## src/rtl/tlf_pkg.sv

```systemverilog
`timescale 1ns / 1ps
`default_nettype none

package tlf_pkg;

    localparam int CHAR_W         = 8;
    localparam int TW_W           = 5;
    localparam int LINE_WIDTH_DEF = 10;

    localparam logic [CHAR_W-1:0] CH_TAB   = 8'd9;
    localparam logic [CHAR_W-1:0] CH_NL    = 8'd10;
    localparam logic [CHAR_W-1:0] CH_BLANK = 8'd32;

    localparam logic [TW_W-1:0] TW_RESET = 5'd8;

    typedef enum logic [2:0] {
        ST_IDLE,
        ST_TAB_DIV,
        ST_TAB_FILL,
        ST_SEARCH,
        ST_EMIT,
        ST_MOVE
    } tlf_state_t;

endpackage

`default_nettype wire

```

## src/rtl/tlf_if.sv

```systemverilog
`timescale 1ns / 1ps
`default_nettype none

interface tlf_in_if import tlf_pkg::*; ();
    logic              valid;
    logic              ready;
    logic [CHAR_W-1:0] in_char;

    modport source (output valid, output in_char, input ready);
    modport sink   (input valid, input in_char, output ready);
endinterface

interface tlf_out_if import tlf_pkg::*; ();
    logic              valid;
    logic              ready;
    logic [CHAR_W-1:0] out_char;
    logic              last_of_run;

    modport source (output valid, output out_char, output last_of_run, input ready);
    modport sink   (input valid, input out_char, input last_of_run, output ready);
endinterface

`default_nettype wire

```

## src/rtl/tlf_ram.sv

```systemverilog
`timescale 1ns / 1ps
`default_nettype none

module tlf_ram #(
    parameter int WIDTH = 8,
    parameter int DEPTH = 10,
    parameter int AW    = $clog2(DEPTH)
) (
    input  wire logic             clk,
    input  wire logic             we,
    input  wire logic [AW-1:0]    waddr,
    input  wire logic [WIDTH-1:0] wdata,
    input  wire logic [AW-1:0]    raddr,
    output logic      [WIDTH-1:0] rdata
);

    logic [WIDTH-1:0] mem_reg [DEPTH];
    logic [WIDTH-1:0] rdata_reg;

    always_ff @(posedge clk)
    begin
        if (we)
        begin
            mem_reg[waddr] <= wdata;
        end
        rdata_reg <= mem_reg[raddr];
    end

    assign rdata = rdata_reg;

endmodule

`default_nettype wire

```

## src/rtl/text_line_folder.sv

```systemverilog
`timescale 1ns / 1ps
`default_nettype none

// Line folder with tab expansion.
// feed carries one character per transaction; folded carries output characters,
// with last_of_run set on the final character that one input character causes.
// cfg_we/cfg_wdata set the tab spacing (reset 8, zero behaves as 1); write only
// while the block is idle.
// An ordinary character that does not fill the line gives no output. A character
// that fills the line starts a backward search for a blank, one RAM entry per
// cycle, then the line goes out at one character per cycle while folded does
// not stall, plus a newline, then the remainder is copied to the front at one
// entry per cycle. A tab finds its tab-stop phase by a bit-serial remainder,
// then fills blanks up to the next stop. Worst case is a tab with a wide stop
// that runs to the line end; the line RAM, with one write and one read port,
// sets the pace.
// feed.ready is high only between characters.
// Output sits in a register; a stall on folded holds the sequencer in place.
// Reset empties the line and restores tab spacing 8; buffered characters are
// never flushed on their own.
module text_line_folder import tlf_pkg::*; #(
    parameter int LINE_WIDTH = LINE_WIDTH_DEF
) (
    input  wire logic            clk,
    input  wire logic            rst_n,
    input  wire logic            cfg_we,
    input  wire logic [TW_W-1:0] cfg_wdata,
    tlf_in_if.sink               feed,
    tlf_out_if.source            folded
);

    localparam int CW = $clog2(LINE_WIDTH + 1);
    localparam int AW = $clog2(LINE_WIDTH);
    localparam int BW = $clog2(CW);
    localparam logic [CW-1:0] LW_C   = CW'(LINE_WIDTH);
    localparam logic [CW-1:0] LAST_C = CW'(LINE_WIDTH - 1);
    localparam logic [CW-1:0] ONE_C  = CW'(1);

    tlf_state_t state_reg, state_next;

    logic [TW_W-1:0]   tab_width_reg;
    logic [CW-1:0]     column_reg, column_next;
    logic [CW-1:0]     pos_reg, pos_next;
    logic [TW_W-1:0]   rem_reg, rem_next;
    logic [BW-1:0]     bit_reg, bit_next;
    logic [CW-1:0]     idx_reg, idx_next;
    logic [CW-1:0]     cnt_reg, cnt_next;
    logic [CW-1:0]     cut_reg, cut_next;
    logic              ok_reg, ok_next;
    logic              move_after_reg, move_after_next;

    logic              out_valid_reg, out_valid_next;
    logic [CHAR_W-1:0] out_char_reg, out_char_next;
    logic              out_last_reg, out_last_next;
    logic              out_load;

    logic              ram_we;
    logic [AW-1:0]     ram_waddr;
    logic [CHAR_W-1:0] ram_wdata;
    logic [AW-1:0]     ram_raddr;
    logic [CHAR_W-1:0] ram_rdata;

    logic [TW_W-1:0]   tw_eff;
    logic [TW_W:0]     trial;
    logic              trial_ge;
    logic              accept;
    logic              slot_free;
    logic              is_tab;
    logic              is_nl;
    logic [CW-1:0]     col_inc;
    logic [CW-1:0]     idx_inc;
    logic [CW-1:0]     idx_dec;
    logic              emit_more;
    logic              found_blank;
    logic              move_last;

    tlf_ram #(
        .WIDTH (CHAR_W),
        .DEPTH (LINE_WIDTH),
        .AW    (AW)
    ) u_line_ram (
        .clk   (clk),
        .we    (ram_we),
        .waddr (ram_waddr),
        .wdata (ram_wdata),
        .raddr (ram_raddr),
        .rdata (ram_rdata)
    );

    assign tw_eff      = (tab_width_reg == '0) ? TW_W'(1) : tab_width_reg;
    assign accept      = feed.valid && feed.ready;
    assign slot_free   = !out_valid_reg || folded.ready;
    assign is_tab      = (feed.in_char == CH_TAB);
    assign is_nl       = (feed.in_char == CH_NL);
    assign col_inc     = column_reg + ONE_C;
    assign idx_inc     = idx_reg + ONE_C;
    assign idx_dec     = idx_reg - ONE_C;
    assign emit_more   = (idx_reg < cnt_reg);
    assign found_blank = (ram_rdata == CH_BLANK);
    assign move_last   = (idx_reg == LAST_C);

    // one remainder step: shift in the next bit of pos, subtract if it fits
    assign trial    = {rem_reg, pos_reg[bit_reg]};
    assign trial_ge = (trial >= {1'b0, tw_eff});

    always_ff @(posedge clk or negedge rst_n)
    begin
        if (!rst_n)
        begin
            tab_width_reg <= TW_RESET;
        end
        else if (cfg_we)
        begin
            tab_width_reg <= cfg_wdata;
        end
    end

    // next state
    always_comb
    begin
        state_next = state_reg;
        case (state_reg)
            ST_IDLE:
            begin
                if (accept)
                begin
                    if (is_tab)
                    begin
                        state_next = (col_inc == LW_C) ? ST_EMIT : ST_TAB_DIV;
                    end
                    else if (is_nl)
                    begin
                        state_next = (column_reg == '0) ? ST_IDLE : ST_EMIT;
                    end
                    else if (col_inc == LW_C)
                    begin
                        state_next = ST_SEARCH;
                    end
                end
            end
            ST_TAB_DIV:
            begin
                if (bit_reg == '0)
                begin
                    state_next = ST_TAB_FILL;
                end
            end
            ST_TAB_FILL:
            begin
                if (pos_reg == LW_C)
                begin
                    state_next = ST_EMIT;
                end
                else if (rem_reg == '0)
                begin
                    state_next = ST_IDLE;
                end
            end
            ST_SEARCH:
            begin
                if (ok_reg && (found_blank || idx_reg == ONE_C))
                begin
                    state_next = ST_EMIT;
                end
            end
            ST_EMIT:
            begin
                if (!emit_more && slot_free)
                begin
                    state_next = move_after_reg ? ST_MOVE : ST_IDLE;
                end
            end
            ST_MOVE:
            begin
                if (ok_reg && move_last)
                begin
                    state_next = ST_IDLE;
                end
            end
            default:
            begin
                state_next = ST_IDLE;
            end
        endcase
    end

    // datapath and outputs
    always_comb
    begin
        column_next     = column_reg;
        pos_next        = pos_reg;
        rem_next        = rem_reg;
        bit_next        = bit_reg;
        idx_next        = idx_reg;
        cnt_next        = cnt_reg;
        cut_next        = cut_reg;
        ok_next         = ok_reg;
        move_after_next = move_after_reg;
        out_load        = 1'b0;
        out_char_next   = out_char_reg;
        out_last_next   = out_last_reg;
        ram_we          = 1'b0;
        ram_waddr       = column_reg[AW-1:0];
        ram_wdata       = feed.in_char;
        ram_raddr       = idx_reg[AW-1:0];
        feed.ready      = (state_reg == ST_IDLE);

        case (state_reg)
            ST_IDLE:
            begin
                if (accept)
                begin
                    ram_we    = 1'b1;
                    ram_wdata = is_tab ? CH_BLANK : feed.in_char;
                    idx_next  = '0;
                    ok_next   = 1'b0;
                    move_after_next = 1'b0;
                    if (is_tab)
                    begin
                        cnt_next = LW_C;
                        pos_next = col_inc;
                        rem_next = '0;
                        bit_next = BW'(CW - 1);
                    end
                    else if (is_nl)
                    begin
                        cnt_next = column_reg;
                        if (column_reg == '0)
                        begin
                            column_next = '0;
                        end
                    end
                    else if (col_inc == LW_C)
                    begin
                        idx_next = LAST_C;
                    end
                    else
                    begin
                        column_next = col_inc;
                    end
                end
            end
            ST_TAB_DIV:
            begin
                rem_next = trial_ge ? TW_W'(trial - {1'b0, tw_eff}) : trial[TW_W-1:0];
                bit_next = bit_reg - BW'(1);
            end
            ST_TAB_FILL:
            begin
                if (pos_reg == LW_C)
                begin
                    cnt_next = LW_C;
                    idx_next = '0;
                    ok_next  = 1'b0;
                end
                else if (rem_reg == '0)
                begin
                    column_next = pos_reg;
                end
                else
                begin
                    ram_we    = 1'b1;
                    ram_waddr = pos_reg[AW-1:0];
                    ram_wdata = CH_BLANK;
                    pos_next  = pos_reg + ONE_C;
                    rem_next  = (rem_reg + TW_W'(1) == tw_eff) ? '0 : rem_reg + TW_W'(1);
                end
            end
            ST_SEARCH:
            begin
                if (!ok_reg)
                begin
                    ok_next = 1'b1;
                end
                else if (found_blank || idx_reg == ONE_C)
                begin
                    // a blank at position zero is no fold point; a blank in the
                    // last position leaves nothing to move
                    cnt_next        = found_blank ? idx_inc : LW_C;
                    cut_next        = idx_inc;
                    move_after_next = found_blank && (idx_reg != LAST_C);
                    idx_next        = '0;
                    ok_next         = 1'b0;
                end
                else
                begin
                    idx_next  = idx_dec;
                    ram_raddr = idx_dec[AW-1:0];
                end
            end
            ST_EMIT:
            begin
                if (emit_more)
                begin
                    if (!ok_reg)
                    begin
                        ok_next = 1'b1;
                    end
                    else if (slot_free)
                    begin
                        out_load      = 1'b1;
                        out_char_next = ram_rdata;
                        out_last_next = 1'b0;
                        idx_next      = idx_inc;
                        // prefetch the next entry so the line goes out back to back
                        if (idx_inc < cnt_reg)
                        begin
                            ram_raddr = idx_inc[AW-1:0];
                        end
                    end
                end
                else if (slot_free)
                begin
                    out_load      = 1'b1;
                    out_char_next = CH_NL;
                    out_last_next = 1'b1;
                    if (move_after_reg)
                    begin
                        idx_next = cut_reg;
                        ok_next  = 1'b0;
                    end
                    else
                    begin
                        column_next = '0;
                    end
                end
            end
            ST_MOVE:
            begin
                if (!ok_reg)
                begin
                    ok_next = 1'b1;
                end
                else
                begin
                    ram_we    = 1'b1;
                    ram_waddr = AW'(idx_reg - cut_reg);
                    ram_wdata = ram_rdata;
                    if (move_last)
                    begin
                        column_next = LW_C - cut_reg;
                    end
                    else
                    begin
                        idx_next  = idx_inc;
                        ram_raddr = idx_inc[AW-1:0];
                    end
                end
            end
            default:
            begin
                column_next = '0;
            end
        endcase

        out_valid_next = out_load ? 1'b1 : (out_valid_reg && !folded.ready);
    end

    always_ff @(posedge clk or negedge rst_n)
    begin
        if (!rst_n)
        begin
            state_reg      <= ST_IDLE;
            column_reg     <= '0;
            pos_reg        <= '0;
            rem_reg        <= '0;
            bit_reg        <= '0;
            idx_reg        <= '0;
            cnt_reg        <= '0;
            cut_reg        <= '0;
            ok_reg         <= 1'b0;
            move_after_reg <= 1'b0;
            out_valid_reg  <= 1'b0;
        end
        else
        begin
            state_reg      <= state_next;
            column_reg     <= column_next;
            pos_reg        <= pos_next;
            rem_reg        <= rem_next;
            bit_reg        <= bit_next;
            idx_reg        <= idx_next;
            cnt_reg        <= cnt_next;
            cut_reg        <= cut_next;
            ok_reg         <= ok_next;
            move_after_reg <= move_after_next;
            out_valid_reg  <= out_valid_next;
        end
    end

    always_ff @(posedge clk)
    begin
        out_char_reg <= out_char_next;
        out_last_reg <= out_last_next;
    end

    assign folded.valid       = out_valid_reg;
    assign folded.out_char    = out_char_reg;
    assign folded.last_of_run = out_last_reg;

`ifndef SYNTHESIS
    a_column_in_line: assert property (@(posedge clk) disable iff (!rst_n)
        column_reg < LW_C)
        else $error("column ran past the line");

    a_search_floor: assert property (@(posedge clk) disable iff (!rst_n)
        (state_reg == ST_SEARCH) |-> (idx_reg >= ONE_C && idx_reg < LW_C))
        else $error("blank search left the line");

    a_move_range: assert property (@(posedge clk) disable iff (!rst_n)
        (state_reg == ST_MOVE) |-> (cut_reg >= CW'(2) && idx_reg >= cut_reg
                                    && idx_reg < LW_C))
        else $error("remainder copy out of range");

    a_tab_phase: assert property (@(posedge clk) disable iff (!rst_n)
        (state_reg == ST_TAB_FILL) |-> (rem_reg < tw_eff))
        else $error("tab phase not reduced");

    a_no_overwrite: assert property (@(posedge clk) disable iff (!rst_n)
        (out_valid_reg && !folded.ready) |=> $stable(out_char_reg))
        else $error("held output overwritten");
`endif

endmodule

`default_nettype wire

```

## src/flat_wrapper.sv

```systemverilog
// flat-port wrapper written by rule: the top's interface ports become plain ports
module text_line_folder_flat import tlf_pkg::*;
#(
    parameter int LINE_WIDTH = LINE_WIDTH_DEF
)
  (clk, rst_n, cfg_we, cfg_wdata, feed_valid, feed_in_char, feed_ready, folded_valid, folded_out_char, folded_last_of_run, folded_ready);
  tlf_in_if feed_i ();
  tlf_out_if folded_i ();
  input  wire logic clk;
  input  wire logic rst_n;
  input  wire logic cfg_we;
  input  wire logic [TW_W-1:0] cfg_wdata;
  input wire logic [$bits(feed_i.valid)-1:0] feed_valid;
  input wire logic [$bits(feed_i.in_char)-1:0] feed_in_char;
  output wire logic [$bits(feed_i.ready)-1:0] feed_ready;
  output wire logic [$bits(folded_i.valid)-1:0] folded_valid;
  output wire logic [$bits(folded_i.out_char)-1:0] folded_out_char;
  output wire logic [$bits(folded_i.last_of_run)-1:0] folded_last_of_run;
  input wire logic [$bits(folded_i.ready)-1:0] folded_ready;
  assign feed_i.valid = feed_valid;
  assign feed_i.in_char = feed_in_char;
  assign feed_ready = feed_i.ready;
  assign folded_valid = folded_i.valid;
  assign folded_out_char = folded_i.out_char;
  assign folded_last_of_run = folded_i.last_of_run;
  assign folded_i.ready = folded_ready;
  text_line_folder #(.LINE_WIDTH(LINE_WIDTH)) u_core (.clk(clk), .rst_n(rst_n), .cfg_we(cfg_we), .cfg_wdata(cfg_wdata), .feed(feed_i), .folded(folded_i));
endmodule
```

## config.mk

```make
export PLATFORM = sky130hd
export DESIGN_NAME = text_line_folder_flat
export DESIGN_NICKNAME = d
export VERILOG_FILES = /design/src/rtl/tlf_pkg.sv /design/src/rtl/tlf_if.sv /design/src/rtl/tlf_ram.sv /design/src/rtl/text_line_folder.sv /design/src/flat_wrapper.sv
export SDC_FILE = /design/constraint.sdc
export NUM_CORES = 1
export LEC_CHECK = 0
export BUFFER_PORTS_ARGS = -buffer_cell sky130_fd_sc_hd__buf_2
export CAP_MARGIN = 20
export CORE_MARGIN = 2
export CORE_UTILIZATION = 52
export CTS_CLUSTER_SIZE = 24
export DETAILED_ROUTE_END_ITERATION = 6
export GPL_TIMING_DRIVEN = 0
export PLACE_DENSITY = 0.72
export SYNTH_ARGS = -nofsm -noshare
export SYNTH_HDL_FRONTEND = slang
export SYNTH_SLANG_ARGS = --single-unit
```

## constraint.sdc

```tcl
create_clock -name clk -period 3.1 [get_ports clk]
set_input_delay 0.31 -clock clk [delete_from_list [all_inputs] [get_ports clk]]
set_output_delay 0.31 -clock clk [all_outputs]
set_load 0.005 [all_outputs]
```

==> summary.txt, run 1 <==
Die Y-Extent: 123 microns
Met3 Use GR: 4.70%
Die Span X: 123 microns
Synthesized instance count: 679
Max Fclk: 0.301 GHz
GRT met1 Usage: 35.9%
CP max FO: 6
Outcome: complete, but fails checks
Max-cap violations: 0
Die footprint: 0.0152 sq mm
Reg2Reg Setup Slack: -0.22 ns
DR iter-0 viols: 737
Register area share after synthesis: 51.2%
Critical Path End: u_core.u_line_ram.rdata[6]$_DFF_P_
Largest net degree at the start of global routing: 39
CTS clk-pin slew, worst paths: 0.06 ns
GR peak layer: met2
Leakage power: 3.66 nW
Remaining routing DRC violations: 0
Relative slew margins: 29.0%
First-pass GRT wire length: 29600 microns
Fin Hold WS: 0.0249 ns
Failing checks: setup timing
Initial core utilization: 53.2%
CTS sink count: 135
Total GRT Usage: 26.3%
Fin crit period: 3.32 ns
Site row count: 43
DRT Pass-1 Iters: 6
Crit path from: u_core.idx_reg[1]$_DFFE_PN0P_
Antenna violations before repair: 0
R2R Path End: u_core.u_line_ram.rdata[6]$_DFF_P_
RSZ-0062 raised after global routing: yes
Worst slew pin tran: 1.05 ns
Syn nets: 726
Max reg flops: 80
IO Pins: 29
R2r worst-path depth: 16
Final nets: 805
# fillers: 1048
Hold Crit Class: input pin to asynchronous set/reset pin
WP data arrival: 3.68 ns
Flop and latch count out of synthesis: 135
Post-Layout Inst Area: 0.00896 sq mm
Post-synth EDFFs: 89
Slowest CP cell: dfrtp_2
Vias: 5766
Area grow syn2layout: 21.3%
Post-Syn Area: 0.00739 sq mm
Clk_lat worst skew: 0.43 ns
Final WL: 19000 microns
Count of pins over their slew limit: 0
Setup ws final: -0.224 ns
Vias in the first global route: 5601
Peak VDD IR: 0.000453 V
Reg2Reg Launch Point: u_core.idx_reg[1]$_DFFE_PN0P_
Deepest clock path buffer count: 2
Placed Area: 0.00781 sq mm
Num CTS Buffers: 17
Core region area: 0.0139 sq mm
GP Congestion: 0.940
Final Cycle Share: 107%
Async SR Flop Fraction: 28.1%
Max incr delay on CP: 0.46 ns
Via/cell ratio: 6.06
# port buffers: 27
CP cell instances: buf_8 -> inv_8 -> ha_4 -> or3b_4 -> nand2_4 -> inv_4 -> ha_4 -> o21ai_2 -> o221a_2 -> a21oi_1 -> a311o_1 -> buf_6 -> nor3b_4 -> buf_6 -> a22oi_2 -> o211a_1
Antenna-violating nets left: 0
Cell variety after synth: 83
CP required: 3.46 ns
Final setup fails: 8
N_diodes: 0
Post-detail-place hpwl: 13100 microns
Multi-input logic area: 0.00356 sq mm
Hold Vio Cnt, Final: 0
Worst Setup End Kind: flip-flop
H-tree Lvls: 4
Total congestion overflow: 0
Startpoint Class: flip-flop
Met2 Use GR: 41.9%
Setup Skew: 0.0149 ns
CTS root buf: clkbuf_16
Sequential cell area: 0.00379 sq mm
Dpl ws: -0.735 ns
Synth warnings: 0
Kind of critical path: flip-flop to flip-flop
Top FF cell, synth: edfxtp_1
Share of post-route cells with drive strength above 1: 23.6%
PwrDens: 1110 mW/mm^2
Cts hold-fix bufs: 0
Setup_tns: -1.29 ns
Avg Cell Area, Syn: 10.9 sq um
Wire per inst: 20.0 microns
CTS tree: yes
==> routing by layer <==
metal / part of all wire, % / wire (microns)
met1: 44 / 8340
met2: 47 / 8930
met3: 6.2 / 1180
met4: 2.9 / 542
met5: 0 / 0
==> placed cells by master (no fill, tap or decap), types with 7 or more instances in the layout <==
cell type  instances
dfxtp_1            8
a22oi_2            9
o21ai_0           38
mux2i_1           36
nand3_1           13
and2_1             9
xor2_1             8
a21o_1             7
nand2b_1           9
buf_2             34
nor2_4            10
o211a_1            8
buf_6              8
nor2b_1            7
inv_1             47
nand2_1           68
a22oi_1           17
nor2_1            31
a21oi_1           30
clkbuf_16         17
ha_1              21
buf_4             30
xnor2_1           12
clkbuf_1          18
edfxtp_1          89
dfrtp_1           34
==> critical path: cells and delay by family (launching register included) <==
family | cells | cell delay [ns]
AOI/OAI and AO/OA | 6 | 1.26
DFF | 1 | 0.46
buffers and inverters | 5 | 0.57
and+or+nand+nor | 3 | 0.63
adders and majority gates | 2 | 0.32
==> timing repair <==
| item | CTS | global route |
|---|---|---|
| buffers inserted | 29 | 5 |
| endpoints found under the setup margin | 168 | 124 |
| resized for setup | 66 | 20 |
| pin swaps | 27 | 12 |
==> synth_stat cells (all sizes together), types with 6 or more instances <==
cell / n / share of area, %
inv: 51 / 2.6
nor2b: 8 / 0.78
mux2i: 38 / 5.1
nor2: 42 / 2.1
mux2: 6 / 0.97
a21o: 7 / 0.71
dfrtp: 37 / 13
a21oi: 31 / 2.1
edfxtp: 89 / 36
buf: 14 / 1.4
nand2: 70 / 3.6
o211a: 8 / 1.1
ha: 27 / 4.6
o21ai: 44 / 3.0
dfxtp: 8 / 2.2
and2: 10 / 0.85
nand3: 16 / 1.3
nand2b: 9 / 0.76
xor2: 8 / 0.95
a22oi: 26 / 2.6
xnor2: 14 / 1.7
nor3: 7 / 0.63
clkbuf: 20 / 1.0
==> where the power goes <==
part | internal, W | switching [W] | total (W)
registers | 0.00252 | 0.000331 | 0.00285
logic | 0.00222 | 0.00296 | 0.00518
clock network | 0.00111 | 0.000792 | 0.00190
total | 0.00585 | 0.00409 | 0.00993
==> how the worst min path moves through the flow <==
stage | start | endpoint | slack, ns | cells after the start
global route | rst_n | u_core.rem_reg[4]$_DFFE_PN0P_ | 0.09 | 1
CTS | rst_n | u_core.rem_reg[2]$_DFFE_PN0P_ | 0.05 | 1
global placement | rst_n | u_core.rem_reg[4]$_DFFE_PN0P_ | 0.48 | 1
floorplan | rst_n | u_core.bit_reg[0]$_DFFE_PN0P_ | 0.01 | 0
finish | rst_n | u_core.rem_reg[3]$_DFFE_PN0P_ | 0.02 | 1
detailed placement | rst_n | u_core.rem_reg[1]$_DFFE_PN0P_ | 0.49 | 1
==> cell type report <==
cell class	instances	area share (%)
Timing Repair Buffer	63	4.68
Multi-Input combinational cell	459	39.8
Clock inverter	13	1.34
Clock buffer	19	4.83
Buffer	31	2.30
Sequential cell	135	42.3
Inverter	51	2.29
Tap cell	180	2.51
==> kinds of logic (layout without fill, tap and decap cells) <==
logic type	count (synthesis)	count (layout)	synth area share (%)
buffers and inverters	85	177	4.98
muxes	45	45	6.42
and+or+nand+nor	191	191	13.3
adders and majority gates	29	29	5.11
xor gates and xnor gates	22	22	2.61
DFF	135	135	51.2
AOI/OAI and AO/OA	172	172	16.4
==> metrics by stage <==
step                power (W)  utilization (%)  std cells
floorplan             0.00593                -        679
global placement      0.00698             56.2        886
detailed placement    0.00711             56.2        888
CTS                   0.00967             63.8        945
global route           0.0105             64.6        951
finish                0.00993             64.6        951
(Power assumes the default switching activity.)
==> run 2: changes to the inputs <==
--- a/config.mk
+++ b/config.mk
@@ -13,6 +13,7 @@
 export DETAILED_ROUTE_END_ITERATION = 6
 export GPL_TIMING_DRIVEN = 0
 export PLACE_DENSITY = 0.72
+export SKIP_CTS_REPAIR_TIMING = 1
 export SYNTH_ARGS = -nofsm -noshare
 export SYNTH_HDL_FRONTEND = slang
 export SYNTH_SLANG_ARGS = --single-unit
==> run 2 against run 1 <==
Compared with the run above:
- the flow still finishes with violations (setup timing)
- count of clock-buffer cells in the layout unchanged
- global-route usage decreased by 1.0 points
- non-clock buffer count increased by 1
- sequential share of layout area decreased by 0.12 points
- maximum frequency decreased by 1.4%
- first-iteration DRC count increased by 0.68%
- largest power group unchanged
- sequential power about the same
==> summary.txt, run 2 (synthesized netlist as in run 1, its figures left out) <==
CP cell instances: buf_8 -> clkinvlp_4 -> ha_4 -> ha_4 -> a21boi_1 -> o211ai_1 -> buf_4 -> nand3_4 -> nor3b_2 -> a311o_1 -> buf_6 -> nor3b_4 -> buf_6 -> a22oi_2 -> o211a_1 (was buf_8 -> inv_8 -> ha_4 -> or3b_4 -> nand2_4 -> inv_4 -> ha_4 -> o21ai_2 -> o221a_2 -> a21oi_1 -> a311o_1 -> buf_6 -> nor3b_4 -> buf_6 -> a22oi_2 -> o211a_1)
Max Fclk: 0.297 GHz (was 0.301 GHz)
Outcome: complete, but fails checks (unchanged)
Worst Setup End Kind: flip-flop (unchanged)
DR iter-0 viols: 742 (was 737)
Initial core utilization: 53.2% (unchanged)
Die footprint: 0.0152 sq mm (unchanged)
CP required: 3.46 ns (about the same)
IO Pins: 29 (unchanged)
Share of post-route cells with drive strength above 1: 23.8% (was 23.6%)
Via/cell ratio: 6.04 (was 6.06)
GP Congestion: 0.940 (unchanged)
Internal power: 0.00584 W (was 0.00585 W)
Switching Fraction: 41.0% (was 41.1%)
H-tree Lvls: 4 (unchanged)
# fillers: 1050 (was 1048)
Multi-input logic area: 0.00354 sq mm (was 0.00356 sq mm)
Total GRT Usage: 25.3% (was 26.3%)
Deepest clock path buffer count: 2 (unchanged)
Total congestion overflow: 0 (unchanged)
Count of pins over their slew limit: 0 (unchanged)
RSZ-0062 raised after global routing: yes (unchanged)
Most frequent cells in the layout: 89 x edfxtp_1, 67 x nand2_1, 47 x inv_1 (was 89 x edfxtp_1, 68 x nand2_1, 47 x inv_1)
Max incr delay on CP: 0.43 ns (was 0.46 ns)
Clk_lat worst skew: 0.42 ns (was 0.43 ns)
Num CTS Buffers: 17 (unchanged)
Power Total: 0.00990 W (was 0.00993 W)
Kind of critical path: flip-flop to flip-flop (unchanged)
Startpoint Class: flip-flop (unchanged)
Crit path max-delay family: compound AO/OA/AOI/OAI gates (unchanged)
Failing checks: setup timing (unchanged)
Largest net degree at the start of global routing: 39 (unchanged)
Slowest CP cell: dfrtp_2 (unchanged)
Leakage power: 3.67 nW (was 3.66 nW)
Vias: 5747 (was 5766)
Hold Vio Cnt, Final: 0 (unchanged)
Worst slew pin tran: 1.17 ns (was 1.05 ns)
Peak VDD IR: 0.000463 V (was 0.000453 V)
CTS tree: yes (unchanged)
Max-cap violations: 0 (unchanged)
P_sw: 0.00406 W (was 0.00409 W)
CTS root buf: clkbuf_16 (unchanged)
Sequential cell area: 0.00379 sq mm (unchanged)
Hold Crit Class: input pin to asynchronous set/reset pin (unchanged)
Setup Skew: 0.00884 ns (was 0.0149 ns)
Setup ws final: -0.271 ns (was -0.224 ns)
CTS clk-pin slew, worst paths: 0.06 ns (about the same)
Site row count: 43 (unchanged)
Final WL: 18900 microns (was 19000 microns)
Die Span X: 123 microns (unchanged)
WP data arrival: 3.73 ns (was 3.68 ns)
PwrDens: 1100 mW/mm^2 (was 1110 mW/mm^2)
CTS sink count: 135 (unchanged)
Antenna-violating nets left: 0 (unchanged)
Final Instance Count excl. Fillers: 952 (was 951)
CP max FO: 6 (unchanged)
Die Y-Extent: 123 microns (unchanged)
Area grow syn2layout: 21.6% (was 21.3%)
Number of buffer and inverter stages on the critical path: 5 (unchanged)
Vias in the first global route: 5318 (was 5601)
# port buffers: 27 (unchanged)
Leading cell type in the layout, fill and taps excluded: edfxtp_1 (unchanged)
Antenna violations before repair: 0 (unchanged)
First-pass GRT wire length: 28600 microns (was 29600 microns)
N_diodes: 0 (unchanged)
Final nets: 806 (was 805)
Core region area: 0.0139 sq mm (unchanged)
Final Cycle Share: 109% (was 107%)
DRT Pass-1 Iters: 6 (unchanged)
Wire per inst: 19.8 microns (was 20.0 microns)
Max reg flops: 80 (unchanged)
Setup_tns: -1.53 ns (was -1.29 ns)
Remaining routing DRC violations: 0 (unchanged)
Layout Utilization: 64.7% (was 64.6%)
Post-detail-place hpwl: 13100 microns (unchanged)
Comb pwr share: 52.0% (was 52.1%)
Seq pwr share: 28.8% (was 28.7%)
Relative slew margins: 21.1% (was 29.0%)
Final setup fails: 8 (unchanged)
Placed cell count: 888 (unchanged)
Fin crit period: 3.37 ns (was 3.32 ns)
Clock power share: 19.2% (was 19.1%)
[run 2: metal layers]
layer / part of all wire, % / vias to the layer above / global-route usage (%) / routed length, microns
li1: - / 2664 / - / -
met1: 44 / 2786 / 35.4 / 8310
met2: 47 / 248 / 40.0 / 8820
met3: 6.6 / 49 / 4.52 / 1250
met4: 2.6 / 0 / 7.88 / 485
met5: 0 / - / 0 / 0
[run 2: stage by stage]
step	instance area (sq um)	hold WS (ns)	setup slack, ns
floorplan	7440	0.0144	0.00175
global placement	7800	0.481	-0.742
detailed placement	7810	0.492	-0.735
CTS	8360	0.0492	-0.776
global route	8990	0.0898	-0.335
finish	8990	0.0310	-0.271
[run 2: final timing paths]
check,cells past startpoint,to,slack (ns),from
max reg2reg,15,u_core.u_line_ram.rdata[6]$_DFF_P_,-0.27,u_core.idx_reg[0]$_DFFE_PN0P_
min reg2reg,1,u_core.cnt_reg[3]$_DFFE_PN0P_,0.52,u_core.cnt_reg[3]$_DFFE_PN0P_
max in group asynchronous,1,u_core.idx_reg[1]$_DFFE_PN0P_,2.42,rst_n
min,1,u_core.rem_reg[2]$_DFFE_PN0P_,0.03,rst_n
min in group clk,3,u_core.tab_width_reg[2]$_DFFE_PN0P_,0.09,cfg_wdata[2]
max,15,u_core.u_line_ram.rdata[6]$_DFF_P_,-0.27,u_core.idx_reg[0]$_DFFE_PN0P_
[run 2: power groups by stage]
stage	sequential, W	combinational, W	clock [W]
3_3_place_gp	0.00284	0.00415	0
4_1_cts	0.00282	0.00428	0.00192
6_report	0.00285	0.00515	0.00190
3_5_place_dp	0.00286	0.00425	0
2_1_floorplan	0.00276	0.00317	0
5_1_grt	0.00290	0.00558	0.00200
[run 2: area by class of cell]
type | count | share of cell area [%]
Multi-Input combinational cell | 459 | 39.4
Clock buffer | 19 | 4.82
Clock inverter | 13 | 1.34
Inverter | 51 | 2.31
Tap cell | 180 | 2.51
Timing Repair Buffer | 64 | 5.14
Buffer | 31 | 2.31
Sequential cell | 135 | 42.2
